## config.mk

```make
export PLATFORM = sky130hd
export DESIGN_NAME = mra_ctrl
export DESIGN_NICKNAME = d
export VERILOG_FILES = /design/src/rtl/core/mra_pkg.sv /design/src/rtl/core/mra_ctrl.sv
export VERILOG_INCLUDE_DIRS = /design/src /design/src/rtl/core
export SDC_FILE = /design/constraint.sdc
export NUM_CORES = 1
export LEC_CHECK = 0
export BUFFER_PORTS_ARGS = -buffer_cell sky130_fd_sc_hd__buf_2
export CAP_MARGIN = 25
export CORE_AREA = 2 2 39 41
export DETAILED_ROUTE_END_ITERATION = 16
export DIE_AREA = 0 0 41 43
export PLACE_DENSITY = 0.51
export SYNTH_ARGS = -nofsm -noshare
export SYNTH_HDL_FRONTEND = slang
export SYNTH_SLANG_ARGS = --single-unit
```

## constraint.sdc

```tcl
create_clock -name clk -period 2.12 [get_ports clk]
set_clock_uncertainty 0.1 [all_clocks]
set_input_delay 0.53 -clock clk [delete_from_list [all_inputs] [get_ports clk]]
set_output_delay 0.53 -clock clk [all_outputs]
set_load 0.01 [all_outputs]
```

## src/rtl/core/memory_reservation_admission_macros.svh

```systemverilog
// assertion macros shared by the reservation admission modules
// expects clk and arst_n in the scope of every use
`ifndef MEMORY_RESERVATION_ADMISSION_MACROS_SVH
`define MEMORY_RESERVATION_ADMISSION_MACROS_SVH

// same-cycle implication, off while in reset
`define MRA_ASSERT_IMP(lbl, ante, cons, msg) \
	lbl: assert property (@(posedge clk) disable iff (!arst_n) (ante) |-> (cons)) \
		else $error(msg);

// next-cycle implication, off while in reset
`define MRA_ASSERT_NXT(lbl, ante, cons, msg) \
	lbl: assert property (@(posedge clk) disable iff (!arst_n) (ante) |=> (cons)) \
		else $error(msg);

`endif

```

## src/rtl/core/mra_pkg.sv

```systemverilog
// types and codes shared by the reservation admission modules
// no dependencies
`default_nettype none

package mra_pkg;

	localparam int ACT_W    = 3;
	localparam int STATUS_W = 2;

	// request codes
	typedef enum logic [ACT_W-1:0] {
		ACT_APPLY   = 3'd0,
		ACT_RELEASE = 3'd1,
		ACT_REFRESH = 3'd2,
		ACT_STOP    = 3'd3,
		ACT_CLEAR   = 3'd4
	} mra_action_t;

	// result codes
	typedef enum logic [STATUS_W-1:0] {
		STS_OK      = 2'd0,
		STS_STOPPED = 2'd1,
		STS_RETRY   = 2'd2,
		STS_FULL    = 2'd3
	} mra_status_t;

	// controller states
	typedef enum logic [2:0] {
		S_IDLE,
		S_DECODE,
		S_SCAN,
		S_DRAIN,
		S_COMMIT
	} mra_state_t;

	// controller to datapath
	typedef struct packed {
		logic capture;
		logic sum_acc;
		logic sum_take;
		logic scan_run;
		logic commit;
	} mra_cmd_t;

	// datapath to controller
	typedef struct packed {
		logic [ACT_W-1:0] act;
		logic             last;
		logic             stopped;
		logic             hit;
		logic             last_issue;
	} mra_sts_t;

endpackage

`default_nettype wire

```

## src/rtl/core/mra_ctrl.sv

```systemverilog
// controller state machine for the reservation admission block
// depends on mra_pkg and memory_reservation_admission_macros.svh
`default_nettype none
`include "memory_reservation_admission_macros.svh"

module mra_ctrl import mra_pkg::*; (
	input  logic     clk,
	input  logic     arst_n,
	input  logic     in_valid,
	output logic     in_ready,
	output logic     out_valid,
	input  logic     out_ready,
	input  mra_sts_t sts,
	output mra_cmd_t cmd
);

	mra_state_t state_q, state_d;
	logic       out_vld_q;

	// state register
	always_ff @(posedge clk or negedge arst_n) begin
		if (!arst_n) begin
			state_q <= S_IDLE;
		end else begin
			state_q <= state_d;
		end
	end

	// next state and commands
	always_comb begin
		state_d  = state_q;
		cmd      = '0;
		in_ready = 1'b0;
		case (state_q)
			S_IDLE: begin
				in_ready = 1'b1;
				if (in_valid) begin
					cmd.capture = 1'b1;
					state_d     = S_DECODE;
				end
			end
			S_DECODE: begin
				case (sts.act)
					ACT_APPLY: begin
						if (!sts.last) begin
							cmd.sum_acc = 1'b1;
							state_d     = S_IDLE;
						end else begin
							cmd.sum_take = 1'b1;
							state_d      = sts.stopped ? S_COMMIT : S_SCAN;
						end
					end
					ACT_RELEASE: state_d = S_SCAN;
					ACT_REFRESH, ACT_STOP, ACT_CLEAR: state_d = S_COMMIT;
					default: state_d = S_IDLE;
				endcase
			end
			S_SCAN: begin
				cmd.scan_run = 1'b1;
				if (sts.hit) begin
					state_d = S_COMMIT;
				end else if (sts.last_issue) begin
					state_d = S_DRAIN;
				end
			end
			S_DRAIN: state_d = S_COMMIT;
			S_COMMIT: begin
				// result register must be empty or emptying
				if (!out_vld_q || out_ready) begin
					cmd.commit = 1'b1;
					state_d    = S_IDLE;
				end
			end
			default: state_d = S_IDLE;
		endcase
	end

	// result valid flag
	always_ff @(posedge clk or negedge arst_n) begin
		if (!arst_n) begin
			out_vld_q <= 1'b0;
		end else if (cmd.commit) begin
			out_vld_q <= 1'b1;
		end else if (out_ready) begin
			out_vld_q <= 1'b0;
		end
	end

	assign out_valid = out_vld_q;

	`MRA_ASSERT_IMP(a_no_overwrite, cmd.commit, !out_vld_q || out_ready, "pending result overwritten")
	`MRA_ASSERT_IMP(a_scan_action, state_q == S_SCAN, sts.act == ACT_APPLY || sts.act == ACT_RELEASE, "table scan for an action that needs none")
	`MRA_ASSERT_NXT(a_commit_free, state_q == S_COMMIT && !out_vld_q, state_q == S_IDLE && out_vld_q, "commit stalled with an empty result register")

endmodule

`default_nettype wire

```

==> metrics.yaml <==
status: "finished, final reports clean"
htree_levels: 1
vias: 349
cp_max_fo: 2
hold_slack_ns: 0.421
slew_violations: 0
grt.overflow.total: 0
regArea_um2: 100
rsz0062_at_grt: "yes"
die-area_mm2: 0.00176
fillers: 154
gp_congestion: 0.680
synth_area_um2: 318
grt_pass1_vias: 306
grt_pass1_wl_mm: 1.17
grtUsageTotal_pct: 10.1
start_util_pct: 23.0
io_buffers: 17
relSlewSlack_pct: 86.3
multiInputGateArea_um2: 209
area_growth_pct: 52.4
clock_latency_ns: 0.24
pre_cts_slack_ns: 0.216
nNetsFinal: 72
hold_class: "in -> reg"
cts_buffer_depth: 2
seq_area_frac_synth_pct: 31.5
finalCritPeriodShare_pct: 97.7
cts_buffers: 3
antenna_found_initial: 0
hpwlAfterDp_um: 601
setup_viol: 0
antenna_left: 0
start_kind: "flip-flop"
dpl_cell_area_um2: 427
p_leak_nw: 0.231
cellPowerDensity_mw_per_mm2: 647
tightest_slew_ns: 0.204
ys_ff_latch: 4
postSynthCellCount: 36
cts_tree: "yes"
ys_types: 22
coreArea_mm2: 0.00138
first_iter_violations: 2
clkSinkCount: 4
syn_area_per_cell_um2: 8.83
vdd_drop_max_v: 0.000203
cp-end-kind: "primary output"
path_clk_slew_ns: 0.04
rows: 14
worst-setup-path-type: "reg -> out"
grt_max_degree: 10
fmax_ghz: 0.483
min_period_ns: 2.07
post_drt_via_cell_ratio: 4.65
root_buffer: "clkbuf_4"
io_pins: 18
critPathRequiredTime_ns: 1.49
yosysWarningCount: 0
die_h_um: 43
finalInstanceArea_um2: 484
first_pass_iters: 2
layout_setup_ws_ns: 0.0489
hold_violations: 0
final_common_cell: "buf_2"
syn_nets: 47
final_util_pct: 35.0
num_antenna_cells: 0
routedWlPerCell_um: 9.63
wl_um: 722
worstPathArrival_ns: 1.44
layout-drive-gt1-share_pct: 49.2
route.detailed.drc: 0
die_w_um: 41
maxCapViolations: 0
most-common-layout-cells: "17 x buf_2, 4 x nor3_1, 4 x dfrtp_1, 4 x buf_4"
-- stage by stage --
stage          setup TNS (ns)  instances  total power, mW
3_3_place_gp                0         70            0.210
6_report                    0         75            0.313
5_1_grt               -0.0649         75            0.344
4_1_cts                     0         74            0.316
2_1_floorplan               0         36            0.166
3_5_place_dp                0         70            0.210
-- routing by layer --
metal | global-route usage [%] | vias up | wire length [um]
li1 | - | 179 | -
met1 | 11.2 | 155 | 313
met2 | 15.0 | 13 | 332
met3 | 6.28 | 2 | 66
met4 | 4.00 | 0 | 9
met5 | 0 | - | 0
-- power breakdown --
group | internal [mW] | total [mW] | switching [mW]
Clock | 0.0633 | 0.0943 | 0.0310
Sequential | 0.0881 | 0.0953 | 0.00715
Combinational | 0.0610 | 0.124 | 0.0627
-- repair_timing --
item                                   in CTS  in global routing
resized for setup                           2                  1
setup endpoints to repair                   2                  2
pin swaps                                   0                  1
hold buffers                                1                  0
setup buffers                               0                  1
endpoints found under the hold margin       4                  0
-- logic make-up after synthesis --
group / count (synthesis) / share of synthesized area, %
multiplexers: 2 / 6.69
flip-flops: 4 / 31.5
buffers and inverters: 4 / 8.27
AND/OR/NAND/NOR: 18 / 34.7
AO/OA/AOI/OAI: 8 / 18.9
-- sequential cells by signal, indices dropped and copies added, names as in the netlist --
name	flops
state_q	3
out_valid	1
-- synthesized netlist by cell type --
master	n	area, um^2
or3_1	1	6.26
nor3b_1	1	7.51
nor4_1	1	6.26
and2_1	2	12.5
o31a_1	1	8.76
inv_1	2	7.51
nor4b_2	1	15.0
nor2b_1	3	18.8
nor2_1	2	7.51
nand2_1	2	7.51
nor3_1	4	20.0
mux2_2	1	11.3
dfrtp_1	4	100
mux2i_1	1	10.0
buf_6	1	11.3
o32ai_2	1	16.3
o211ai_1	1	7.51
a211oi_1	1	7.51
or3b_1	1	8.76
a21oi_1	2	10.0
buf_4	1	7.51
o21ai_0	2	10.0
-- final timing paths --
kind / startpoint / slack, ns / cells after the start / to
setup / recovery: state_q[1]$_DFFE_PN0P_ / 0.05 / 4 / cmd[3]
hold / removal: out_ready / 0.42 / 2 / out_valid$_DFFE_PN0P_
setup reg to reg: state_q[1]$_DFFE_PN0P_ / 0.64 / 5 / state_q[2]$_DFFE_PN0P_
hold reg to reg: state_q[2]$_DFFE_PN0P_ / 0.46 / 2 / state_q[0]$_DFFE_PN0P_
max in group asynchronous: arst_n / 1.27 / 2 / state_q[1]$_DFFE_PN0P_
min in group asynchronous: arst_n / 0.53 / 2 / state_q[0]$_DFFE_PN0P_
-- critical path, cell delays in order (launching register included) --
cell and delay [ns]:
dfrtp_1 0.37, or3b_4 0.42, nor4_4 0.14, nor2b_1 0.15, buf_2 0.13
-- cell type report --
type,count,share of cell area (%)
inverters,2,1.55
well taps,16,4.13
multi-input cells,28,43.2
flip-flops and latches,4,20.7
repair buffers,22,25.8
clock buffers,3,4.65
Power figures use the tool's default switching activity.
